--- config.mk ---
export PLATFORM = sky130hd
export DESIGN_NAME = gdw_seq_flat
export DESIGN_NICKNAME = d
export VERILOG_FILES = /design/src/rtl/gdw_pkg.sv /design/src/rtl/gdw_ifs.sv /design/src/rtl/gdw_nbr.sv /design/src/rtl/gdw_seq.sv /design/src/flat_wrapper.sv
export SDC_FILE = /design/constraint.sdc
export NUM_CORES = 1
export LEC_CHECK = 0
export ABC_AREA = 1
export BUFFER_PORTS_ARGS = -buffer_cell sky130_fd_sc_hd__buf_2
export CAP_MARGIN = 20
export CORE_ASPECT_RATIO = 1.25
export CORE_MARGIN = 4
export CORE_UTILIZATION = 40
export CTS_CLUSTER_SIZE = 12
export DETAILED_ROUTE_END_ITERATION = 12
export HOLD_SLACK_MARGIN = 0.06
export PLACE_DENSITY_LB_ADDON = 0.1
export RECOVER_POWER = 100
export REMOVE_ABC_BUFFERS = 1
export SKIP_CTS_REPAIR_TIMING = 1
export SLEW_MARGIN = 5
export SYNTH_ARGS = -nofsm -noshare
export SYNTH_HDL_FRONTEND = slang
export SYNTH_SLANG_ARGS = --single-unit
--- constraint.sdc ---
create_clock -name clk -period 3.5 [get_ports clk]
set_clock_uncertainty 0.15 [all_clocks]
set_input_delay 0.175 -clock clk [delete_from_list [all_inputs] [get_ports clk]]
set_output_delay 0.175 -clock clk [all_outputs]
set_load 0.01 [all_outputs]
--- src/rtl/gdw_pkg.sv ---
// Shared types and constants for the grid depth-first step walker.
// No dependencies; every other file imports this package.
package gdw_pkg;

  localparam int CMD_W   = 2;
  localparam int COORD_W = 5;
  localparam int KIND_W  = 2;
  localparam int DIR_W   = 3;
  localparam int DEPTH_W = 12;
  localparam int NB_CNT  = 4;
  localparam int NBW     = $clog2(NB_CNT);

  // Command codes
  localparam logic [CMD_W-1:0] CMD_WRITE   = 2'd0;
  localparam logic [CMD_W-1:0] CMD_RESTART = 2'd1;
  localparam logic [CMD_W-1:0] CMD_STEP    = 2'd2;

  // Cell kinds
  localparam logic [KIND_W-1:0] KIND_UNKNOWN = 2'd0;
  localparam logic [KIND_W-1:0] KIND_OPEN    = 2'd2;

  // Neighbor slots; a move direction code equals its slot number
  localparam int NB_UP    = 0;
  localparam int NB_DOWN  = 1;
  localparam int NB_LEFT  = 2;
  localparam int NB_RIGHT = 3;

  localparam logic [DIR_W-1:0] DIR_STAY = 3'd4;

  localparam logic [DEPTH_W-1:0] DEPTH_START = 12'd2;
  localparam logic [DEPTH_W-1:0] DEPTH_DEAD  = 12'hFFF;
  localparam logic [DEPTH_W-1:0] DEPTH_MAX   = 12'h7FF;

  typedef enum logic [2:0] {
    S_IDLE,
    S_DISPATCH,
    S_CLEAR,
    S_MARK,
    S_FETCH,
    S_SETTLE,
    S_DECIDE,
    S_DONE
  } state_t;

  typedef struct packed {
    logic                map_we;
    logic                depth_we;
    logic [KIND_W-1:0]   map_wdata;
    logic [DEPTH_W-1:0]  depth_wdata;
  } mem_ctl_t;

  typedef struct packed {
    logic               advance;
    logic               retreat;
    logic [DIR_W-1:0]   dir;
    logic [DEPTH_W-1:0] new_depth;
  } step_dec_t;

  typedef struct packed {
    logic [DIR_W-1:0]   move_dir;
    logic [COORD_W-1:0] now_row;
    logic [COORD_W-1:0] now_col;
  } res_t;

endpackage

--- src/rtl/gdw_ifs.sv ---
// Valid/ready channel interfaces for command beats and result beats.
// Depends on gdw_pkg for field widths.
interface gdw_in_if;
  import gdw_pkg::*;
  logic               valid;
  logic               ready;
  logic [CMD_W-1:0]   cmd;
  logic [COORD_W-1:0] row;
  logic [COORD_W-1:0] col;
  logic [KIND_W-1:0]  cell_kind;
  logic [COORD_W-1:0] target_row;
  logic [COORD_W-1:0] target_col;
  logic               target_valid;
  logic [COORD_W-1:0] avoid_row;
  logic [COORD_W-1:0] avoid_col;

  modport source (output valid, cmd, row, col, cell_kind, target_row, target_col,
                  target_valid, avoid_row, avoid_col, input ready);
  modport sink (input valid, cmd, row, col, cell_kind, target_row, target_col,
                target_valid, avoid_row, avoid_col, output ready);
endinterface


--- src/rtl/gdw_nbr.sv ---
// Neighbor unit: neighbor coordinates, grid bounds and the advance/retreat
// choice for one step. Depends on gdw_pkg.
module gdw_nbr #(
  parameter int GRID_SIDE = 32,
  localparam int XW = $clog2(GRID_SIDE)
) (
  input  logic [XW-1:0]                                   walker_row,
  input  logic [XW-1:0]                                   walker_col,
  input  logic [gdw_pkg::COORD_W-1:0]                     avoid_row,
  input  logic [gdw_pkg::COORD_W-1:0]                     avoid_col,
  input  logic [gdw_pkg::DEPTH_W-1:0]                     here_depth,
  input  logic [gdw_pkg::NB_CNT-1:0][gdw_pkg::DEPTH_W-1:0] nb_depth,
  input  logic [gdw_pkg::NB_CNT-1:0][gdw_pkg::KIND_W-1:0]  nb_kind,
  output logic [gdw_pkg::NB_CNT-1:0][XW-1:0]              nb_row,
  output logic [gdw_pkg::NB_CNT-1:0][XW-1:0]              nb_col,
  output gdw_pkg::step_dec_t                              dec
);
  import gdw_pkg::*;

  localparam int CMPW = (XW > COORD_W) ? XW : COORD_W;
  localparam logic [XW-1:0] EDGE = XW'(GRID_SIDE - 1);

  logic [NB_CNT-1:0]  nb_in;
  logic [NB_CNT-1:0]  adv_ok;
  logic [NB_CNT-1:0]  ret_ok;
  logic [DEPTH_W-1:0] back_depth;

  always_comb begin
    nb_row[NB_UP]    = walker_row - XW'(1);
    nb_col[NB_UP]    = walker_col;
    nb_in[NB_UP]     = (walker_row != '0);
    nb_row[NB_DOWN]  = walker_row + XW'(1);
    nb_col[NB_DOWN]  = walker_col;
    nb_in[NB_DOWN]   = (walker_row != EDGE);
    nb_row[NB_LEFT]  = walker_row;
    nb_col[NB_LEFT]  = walker_col - XW'(1);
    nb_in[NB_LEFT]   = (walker_col != '0);
    nb_row[NB_RIGHT] = walker_row;
    nb_col[NB_RIGHT] = walker_col + XW'(1);
    nb_in[NB_RIGHT]  = (walker_col != EDGE);
  end

  assign back_depth = here_depth - DEPTH_W'(1);

  always_comb begin
    for (int d = 0; d < NB_CNT; d++) begin
      adv_ok[d] = nb_in[d] && (nb_kind[d] == KIND_OPEN) && (nb_depth[d] == '0) &&
                  !((CMPW'(avoid_row) == CMPW'(nb_row[d])) &&
                    (CMPW'(avoid_col) == CMPW'(nb_col[d])));
      ret_ok[d] = nb_in[d] && (nb_depth[d] == back_depth);
    end
  end

  // First match wins: scan from the last slot down so the lowest one sticks.
  always_comb begin
    dec.advance   = 1'b0;
    dec.retreat   = 1'b0;
    dec.dir       = DIR_STAY;
    dec.new_depth = (here_depth == DEPTH_MAX) ? DEPTH_MAX : here_depth + DEPTH_W'(1);
    if (|adv_ok) begin
      dec.advance = 1'b1;
      for (int d = NB_CNT - 1; d >= 0; d--) begin
        if (adv_ok[d]) begin
          dec.dir = DIR_W'(d);
        end
      end
    end else if (|ret_ok) begin
      dec.retreat = 1'b1;
      for (int d = NB_CNT - 1; d >= 0; d--) begin
        if (ret_ok[d]) begin
          dec.dir = DIR_W'(d);
        end
      end
    end
  end

endmodule

--- src/rtl/gdw_seq.sv ---
// Command sequencer: clear sweeps, neighbor fetch over the store's read port,
// decision and write-back. Depends on gdw_pkg, gdw_ifs and gdw_nbr.
module gdw_seq #(
  parameter int GRID_SIDE = 32,
  localparam int XW = $clog2(GRID_SIDE),
  localparam int AW = 2 * XW
) (
  input  logic                        clk,
  input  logic                        rst_n,
  gdw_in_if.sink                      in_ch,
  output logic                        res_valid,
  input  logic                        res_ready,
  output gdw_pkg::res_t               res,
  output gdw_pkg::mem_ctl_t           mem_ctl,
  output logic [AW-1:0]               wr_addr,
  output logic [AW-1:0]               rd_addr,
  input  logic [gdw_pkg::KIND_W-1:0]  map_rd,
  input  logic [gdw_pkg::DEPTH_W-1:0] depth_rd
);
  import gdw_pkg::*;

  localparam int CMPW = (XW > COORD_W) ? XW : COORD_W;
  localparam int KW   = $clog2(NB_CNT + 2);
  localparam logic [KW-1:0] LAST_SLOT = KW'(NB_CNT);
  localparam logic [AW-1:0] CLR_LAST  = '1;

  state_t state_r, state_nxt;

  logic [KW-1:0]  k_r;
  logic [AW-1:0]  clr_addr_r;
  logic           clr_map_r;
  logic [XW-1:0]  walker_row_r;
  logic [XW-1:0]  walker_col_r;
  logic [DIR_W-1:0] dir_r;

  logic [CMD_W-1:0]   cmd_r;
  logic [COORD_W-1:0] row_r;
  logic [COORD_W-1:0] col_r;
  logic [KIND_W-1:0]  kind_r;
  logic [COORD_W-1:0] tgt_row_r;
  logic [COORD_W-1:0] tgt_col_r;
  logic               tgt_valid_r;
  logic [COORD_W-1:0] avoid_row_r;
  logic [COORD_W-1:0] avoid_col_r;

  logic [DEPTH_W-1:0]                 here_depth_r;
  logic [NB_CNT-1:0][DEPTH_W-1:0]     nb_depth_r;
  logic [NB_CNT-1:0][KIND_W-1:0]      nb_kind_r;

  logic [NB_CNT-1:0][XW-1:0] nb_row;
  logic [NB_CNT-1:0][XW-1:0] nb_col;
  step_dec_t                 dec;

  logic           in_acc;
  logic           start_in_grid;
  logic           tgt_hit;
  logic           clr_done;
  logic [AW-1:0]  here_addr;
  logic [AW-1:0]  cell_addr;
  logic [AW-1:0]  move_addr;
  logic [NBW-1:0] rd_nb;
  logic [NBW-1:0] cap_nb;
  logic           cap_en;

  gdw_nbr #(.GRID_SIDE(GRID_SIDE)) u_nbr (
    .walker_row (walker_row_r),
    .walker_col (walker_col_r),
    .avoid_row  (avoid_row_r),
    .avoid_col  (avoid_col_r),
    .here_depth (here_depth_r),
    .nb_depth   (nb_depth_r),
    .nb_kind    (nb_kind_r),
    .nb_row     (nb_row),
    .nb_col     (nb_col),
    .dec        (dec)
  );

  assign in_acc        = in_ch.valid && in_ch.ready;
  assign start_in_grid = (int'(row_r) < GRID_SIDE) && (int'(col_r) < GRID_SIDE);
  assign tgt_hit       = tgt_valid_r &&
                         (CMPW'(tgt_row_r) == CMPW'(walker_row_r)) &&
                         (CMPW'(tgt_col_r) == CMPW'(walker_col_r));
  assign clr_done      = (clr_addr_r == CLR_LAST);
  assign here_addr     = {walker_row_r, walker_col_r};
  assign cell_addr     = {XW'(row_r), XW'(col_r)};
  assign rd_nb         = NBW'(k_r - KW'(1));
  assign cap_nb        = NBW'(k_r - KW'(2));
  assign move_addr     = {nb_row[dec.dir[NBW-1:0]], nb_col[dec.dir[NBW-1:0]]};
  // Read data for slot k_r-1 arrives while k_r is shown; slot 0 is the walker cell.
  assign cap_en        = ((state_r == S_FETCH) && (k_r != '0)) || (state_r == S_SETTLE);

  always_comb begin
    state_nxt = state_r;
    unique case (state_r)
      S_IDLE: begin
        if (in_acc) state_nxt = S_DISPATCH;
      end
      S_DISPATCH: begin
        priority if (cmd_r == CMD_RESTART) state_nxt = S_CLEAR;
        else if ((cmd_r == CMD_STEP) && !tgt_hit) state_nxt = S_FETCH;
        else state_nxt = S_DONE;
      end
      S_CLEAR: begin
        if (clr_done) state_nxt = clr_map_r ? S_IDLE : S_MARK;
      end
      S_MARK:   state_nxt = S_DONE;
      S_FETCH: begin
        if (k_r == LAST_SLOT) state_nxt = S_SETTLE;
      end
      S_SETTLE: state_nxt = S_DECIDE;
      S_DECIDE: state_nxt = S_DONE;
      S_DONE: begin
        if (res_ready) state_nxt = S_IDLE;
      end
    endcase
  end

  always_comb begin
    in_ch.ready         = (state_r == S_IDLE);
    res_valid           = (state_r == S_DONE);
    mem_ctl.map_we      = 1'b0;
    mem_ctl.depth_we    = 1'b0;
    mem_ctl.map_wdata   = (kind_r > KIND_OPEN) ? KIND_UNKNOWN : kind_r;
    mem_ctl.depth_wdata = '0;
    wr_addr             = cell_addr;
    rd_addr             = (k_r == '0) ? here_addr : {nb_row[rd_nb], nb_col[rd_nb]};
    unique case (state_r)
      S_DISPATCH: begin
        mem_ctl.map_we = (cmd_r == CMD_WRITE) && start_in_grid;
      end
      S_CLEAR: begin
        mem_ctl.depth_we  = 1'b1;
        mem_ctl.map_we    = clr_map_r;
        mem_ctl.map_wdata = KIND_UNKNOWN;
        wr_addr           = clr_addr_r;
      end
      S_MARK: begin
        mem_ctl.depth_we    = 1'b1;
        mem_ctl.depth_wdata = DEPTH_START;
        wr_addr             = here_addr;
      end
      S_DECIDE: begin
        mem_ctl.depth_we = dec.advance || dec.retreat;
        if (dec.advance) begin
          mem_ctl.depth_wdata = dec.new_depth;
          wr_addr             = move_addr;
        end else begin
          // retreat marks the cell being left as a dead end
          mem_ctl.depth_wdata = DEPTH_DEAD;
          wr_addr             = here_addr;
        end
      end
      default: begin
      end
    endcase
  end

  always_ff @(posedge clk) begin
    if (!rst_n) begin
      state_r      <= S_CLEAR;
      clr_map_r    <= 1'b1;
      clr_addr_r   <= '0;
      k_r          <= '0;
      walker_row_r <= '0;
      walker_col_r <= '0;
    end else begin
      state_r <= state_nxt;
      if (state_r == S_CLEAR) begin
        clr_addr_r <= clr_addr_r + AW'(1);
        if (clr_done) clr_map_r <= 1'b0;
      end
      k_r <= (state_r == S_FETCH) ? k_r + KW'(1) : '0;
      if ((state_r == S_DISPATCH) && (cmd_r == CMD_RESTART) && start_in_grid) begin
        walker_row_r <= XW'(row_r);
        walker_col_r <= XW'(col_r);
      end else if ((state_r == S_DECIDE) && (dec.advance || dec.retreat)) begin
        walker_row_r <= nb_row[dec.dir[NBW-1:0]];
        walker_col_r <= nb_col[dec.dir[NBW-1:0]];
      end
    end
  end

  always_ff @(posedge clk) begin
    if (in_acc) begin
      cmd_r       <= in_ch.cmd;
      row_r       <= in_ch.row;
      col_r       <= in_ch.col;
      kind_r      <= in_ch.cell_kind;
      tgt_row_r   <= in_ch.target_row;
      tgt_col_r   <= in_ch.target_col;
      tgt_valid_r <= in_ch.target_valid;
      avoid_row_r <= in_ch.avoid_row;
      avoid_col_r <= in_ch.avoid_col;
    end
    if (state_r == S_DISPATCH) begin
      dir_r <= DIR_STAY;
    end else if (state_r == S_DECIDE) begin
      dir_r <= dec.dir;
    end
    if (cap_en) begin
      if (k_r == KW'(1)) begin
        here_depth_r <= depth_rd;
      end else begin
        nb_depth_r[cap_nb] <= depth_rd;
        nb_kind_r[cap_nb]  <= map_rd;
      end
    end
  end

  assign res.move_dir = dir_r;
  assign res.now_row  = COORD_W'(walker_row_r);
  assign res.now_col  = COORD_W'(walker_col_r);

endmodule

--- src/flat_wrapper.sv ---
// flat-port wrapper written by rule: the top's interface ports become plain ports
module gdw_seq_flat import gdw_pkg::*;
#(
  parameter int GRID_SIDE = 32,
  localparam int XW = $clog2(GRID_SIDE),
  localparam int AW = 2 * XW
)
  (clk, rst_n, res_valid, res_ready, res, mem_ctl, wr_addr, rd_addr, map_rd, depth_rd, in_ch_valid, in_ch_cmd, in_ch_row, in_ch_col, in_ch_cell_kind, in_ch_target_row, in_ch_target_col, in_ch_target_valid, in_ch_avoid_row, in_ch_avoid_col, in_ch_ready);
  gdw_in_if in_ch_i ();
  input  logic clk;
  input  logic rst_n;
  output logic res_valid;
  input  logic res_ready;
  output gdw_pkg::res_t res;
  output gdw_pkg::mem_ctl_t mem_ctl;
  output logic [AW-1:0] wr_addr;
  output logic [AW-1:0] rd_addr;
  input  logic [gdw_pkg::KIND_W-1:0] map_rd;
  input  logic [gdw_pkg::DEPTH_W-1:0] depth_rd;
  input wire logic [$bits(in_ch_i.valid)-1:0] in_ch_valid;
  input wire logic [$bits(in_ch_i.cmd)-1:0] in_ch_cmd;
  input wire logic [$bits(in_ch_i.row)-1:0] in_ch_row;
  input wire logic [$bits(in_ch_i.col)-1:0] in_ch_col;
  input wire logic [$bits(in_ch_i.cell_kind)-1:0] in_ch_cell_kind;
  input wire logic [$bits(in_ch_i.target_row)-1:0] in_ch_target_row;
  input wire logic [$bits(in_ch_i.target_col)-1:0] in_ch_target_col;
  input wire logic [$bits(in_ch_i.target_valid)-1:0] in_ch_target_valid;
  input wire logic [$bits(in_ch_i.avoid_row)-1:0] in_ch_avoid_row;
  input wire logic [$bits(in_ch_i.avoid_col)-1:0] in_ch_avoid_col;
  output wire logic [$bits(in_ch_i.ready)-1:0] in_ch_ready;
  assign in_ch_i.valid = in_ch_valid;
  assign in_ch_i.cmd = in_ch_cmd;
  assign in_ch_i.row = in_ch_row;
  assign in_ch_i.col = in_ch_col;
  assign in_ch_i.cell_kind = in_ch_cell_kind;
  assign in_ch_i.target_row = in_ch_target_row;
  assign in_ch_i.target_col = in_ch_target_col;
  assign in_ch_i.target_valid = in_ch_target_valid;
  assign in_ch_i.avoid_row = in_ch_avoid_row;
  assign in_ch_i.avoid_col = in_ch_avoid_col;
  assign in_ch_ready = in_ch_i.ready;
  gdw_seq #(.GRID_SIDE(GRID_SIDE)) u_core (.clk(clk), .rst_n(rst_n), .in_ch(in_ch_i), .res_valid(res_valid), .res_ready(res_ready), .res(res), .mem_ctl(mem_ctl), .wr_addr(wr_addr), .rd_addr(rd_addr), .map_rd(map_rd), .depth_rd(depth_rd));
endmodule
==> impl_metrics.csv <==
group,metric,value,unit
die,die-height,168,um
timing,worst_slew_margin_rel,-0.199,
run_status,violations,"max-capacitance violations, max-slew violations, negative setup slack",
place,placedInstanceArea,9150,um^2
clock_tree,path_clk_slew,60,ps
routing,num_vias,7916,
place,io_buffers,103,
place,gp_congestion,0.930,
timing,fmax,284,MHz
routing,final_routed_wirelength_across_all_metal_layers,26.3,mm
power_and_ir_drop,pwr-share-comb,0.214,
synth,synth.yosys.warnings,0,
timing,setup_total_negative_slack,-43.8,ps
power_and_ir_drop,power_density,448,nW/um^2
power_and_ir_drop,cellLeakagePower,0.00480,uW
global_routing,global_route.usage.total,0.223,
routing,drt-vias-per-instance,5.08,
power_and_ir_drop,power_report.internal_total,3570,uW
finish,utilization_of_the_core_after_routing,0.561,
min_path,hold_path.class,"input pin to flop",
die,std_cell_rows,58,
global_routing,first_global_vias,7369,
clock_tree,clock_tree_from_tritoncts,"yes",
die,floorplan.io_pins,104,
timing,finalHoldWorstSlack,277,ps
finish,layout.nets,1340,
global_routing,grt_antenna_before_repair,0,
finish,final_cell_area,11300,um^2
job,max_cap_violations,1,
global_routing,pin_count_of_the_biggest_net_entering_global_routing,36,
die,die_area,22800,um^2
clock_tree,cts.root.buffer_cell,"sky130_fd_sc_hd__clkbuf_16",
finish,most_frequent_standard_cell_in_the_layout_excluding_fill_and_tap_cells,"sky130_fd_sc_hd__nand2_1",
power_and_ir_drop,power.switching_fraction,0.293,
routing,post_drt_wl_per_cell,16.9,um
synth,syn_area_per_cell,7.78,um^2
finish,drive_above_1_share,0.274,
routing,drtIter0Drc,564,
setup_path,worstPathRequired,3170,ps
setup_path,critPathCaptureType,"output port",
synth,synth_flop_cell,"sky130_fd_sc_hd__edfxtp_1",
die,start_util,0.407,
routing,drt_drc_violations_left,0,
global_routing,grt_pass1_wl,39.0,mm
setup_path,worst_ep_arrival_time,3200,ps
synth,syn_inst,1051,
setup_path,criticalPathCategory,"flop to output port",
synth,ys_ff_latch,133,
clock_tree,clock_path_buffers,2,
finish,n_antenna_cell,0,
clock_tree,tritoncts.num_buffers,17,
synth,synth.cell_area,8180,um^2
synth,synth_enable_flop_cells,103,
clock_tree,clock_tree.htree_level_count,4,
clock_tree,clk-insertion-delay-late,420,ps
clock_tree,clock_sink_count,133,
global_routing,grt_remaining_overflow,0,
run_status,outcome,"finished with violations",
power_and_ir_drop,peakVddDrop,313,uV
die,die_w,136,um
finish,final_cell_mix,"sky130_fd_sc_hd__nand2_1 (235), sky130_fd_sc_hd__inv_1 (112), sky130_fd_sc_hd__nor2_1 (107), sky130_fd_sc_hd__edfxtp_1 (103), sky130_fd_sc_hd__buf_2 (80)",
routing,postRouteAntennaNets,0,
timing,worstMarginPinSlew,1800,ps
setup_path,worst-path-max-fanout,5,
timing,postLayoutSetupSlackWorst,-23.5,ps
timing,grt_setup_unrepaired,"true",
synth,netlist-cell-type-count,47,
timing,timing_hold_violations_final,0,
power_and_ir_drop,power,5050,uW
synth,ys_async_sr_fraction,0,
power_and_ir_drop,power.sequential.fraction,0.378,
timing,maxSlewViolCount,36,
routing,first_pass_iters,5,
power_and_ir_drop,power.clock.fraction,0.408,
synth,synth_sequential_area_ratio,0.452,
timing,finalCritPeriodShare,1.01,
die,coreArea,20100,um^2
timing,finalWorstPathRequiredPeriod,3520,ps
power_and_ir_drop,power.net_switching,1480,uW
finish,area_growth_syn_to_layout,38.0,%
timing,setup_violations,4,
setup_path,critPathLaunchType,"flop",
place,place_hpwl,19.7,mm
## per-stage QoR
| step | worst slack, ps | instances |
|---|---|---|
| after floorplan | 419 | 1031 |
| after global placement | 146 | 1433 |
| after detailed placement | 126 | 1433 |
| after CTS | -341 | 1465 |
| after global routing | -224 | 1557 |
| final | -23.5 | 1557 |
## synth_stat cells (6+ instances only)
cell type / n / share of area
sky130_fd_sc_hd__nor3_1: 16 / 0.0098
sky130_fd_sc_hd__edfxtp_1: 103 / 0.38
sky130_fd_sc_hd__a21oi_1: 38 / 0.023
sky130_fd_sc_hd__o21ai_0: 35 / 0.021
sky130_fd_sc_hd__inv_2: 16 / 0.0073
sky130_fd_sc_hd__ha_1: 13 / 0.020
sky130_fd_sc_hd__xnor2_1: 14 / 0.015
sky130_fd_sc_hd__xor2_1: 28 / 0.030
sky130_fd_sc_hd__nand3_1: 90 / 0.055
sky130_fd_sc_hd__nor4_1: 11 / 0.0084
sky130_fd_sc_hd__o22ai_1: 6 / 0.0046
sky130_fd_sc_hd__a31oi_1: 11 / 0.0084
sky130_fd_sc_hd__nand2_2: 11 / 0.0084
sky130_fd_sc_hd__nor2_4: 6 / 0.0083
sky130_fd_sc_hd__inv_1: 114 / 0.052
sky130_fd_sc_hd__buf_2: 7 / 0.0043
sky130_fd_sc_hd__nor2_1: 127 / 0.058
sky130_fd_sc_hd__nand2_1: 285 / 0.13
sky130_fd_sc_hd__clkbuf_1: 8 / 0.0037
sky130_fd_sc_hd__dfxtp_1: 30 / 0.073
sky130_fd_sc_hd__nand4_1: 20 / 0.015
## kinds of logic after synthesis
kind of cell,synth area share
DFF,0.452
xor gates and xnor gates,0.0530
buffers and inverters,0.0767
AOI/OAI and AO/OA,0.0830
and+or+nand+nor,0.316
adders and majority gates,0.0199
## routing by layer
layer / part of all wire / global-route usage / routed length, um
met5: 0 / 0 / 0
met4: 0.036 / 0.0872 / 947
met3: 0.037 / 0.0335 / 962
met2: 0.54 / 0.414 / 14300
met1: 0.38 / 0.252 / 10100
## final timing paths
check | startpoint | to | depth (start not counted) | slack (ps)
setup / recovery | u_core.walker_row_r[1] | wr_addr[7] | 22 | -20
hold / removal | in_ch_valid | u_core.state_r[2] | 6 | 280
setup reg to reg | u_core.here_depth_r[6] | u_core.walker_col_r[4] | 20 | 300
hold reg to reg | u_core.clr_map_r | u_core.clr_map_r | 2 | 330
## worst max-delay path, cell delays in order (launching register included)
cell	delay, ps
sky130_fd_sc_hd__dfxtp_4	390
sky130_fd_sc_hd__ha_4	150
sky130_fd_sc_hd__nand2_4	60
sky130_fd_sc_hd__nor2_4	130
sky130_fd_sc_hd__ha_4	220
sky130_fd_sc_hd__xnor2_2	120
sky130_fd_sc_hd__nand3_1	100
sky130_fd_sc_hd__nor2_2	130
sky130_fd_sc_hd__nand3_2	90
sky130_fd_sc_hd__nand2_2	110
sky130_fd_sc_hd__nand2_4	80
sky130_fd_sc_hd__inv_4	90
sky130_fd_sc_hd__nand2_8	60
sky130_fd_sc_hd__a21oi_4	190
sky130_fd_sc_hd__buf_4	160
sky130_fd_sc_hd__nand2_2	90
sky130_fd_sc_hd__nand3_1	110
sky130_fd_sc_hd__nand3_2	100
sky130_fd_sc_hd__nand2_1	70
sky130_fd_sc_hd__nand2_1	40
sky130_fd_sc_hd__nand2_1	80
sky130_fd_sc_hd__a21oi_2	60
sky130_fd_sc_hd__buf_2	140
## power groups by stage
stage                     sequential, uW  clock [uW]  combinational (uW)
after floorplan                     1930           0                 597
after global placement              1940           0                1010
after detailed placement            1940           0                1000
after CTS                           1900        2090                1010
after global routing                1920        2170                1210
final                               1910        2060                1080
## sequential cells by signal, indices dropped and copies added, names as in the netlist, 5 cells and up
| name | flops |
|---|---|
| u_core.walker_row_r | 5 |
| u_core.tgt_col_r | 5 |
| u_core.clr_addr_r | 10 |
| u_core.nb_kind_r | 8 |
| u_core.col_r | 5 |
| u_core.avoid_col_r | 5 |
| u_core.row_r | 5 |
| u_core.walker_col_r | 5 |
| u_core.here_depth_r | 12 |
| u_core.avoid_row_r | 5 |
| u_core.nb_depth_r | 48 |
| u_core.tgt_row_r | 5 |
## layout make-up
cell class,instances,area [um^2]
fillers,1901,8820
multi-input cells,765,4500
flip-flops and latches,133,3710
repair buffers,221,1520
inverters,136,534
clock buffers,17,425
well taps,270,338
clock inverters,15,250
Note: power is estimated with default switching activity, not from simulation.
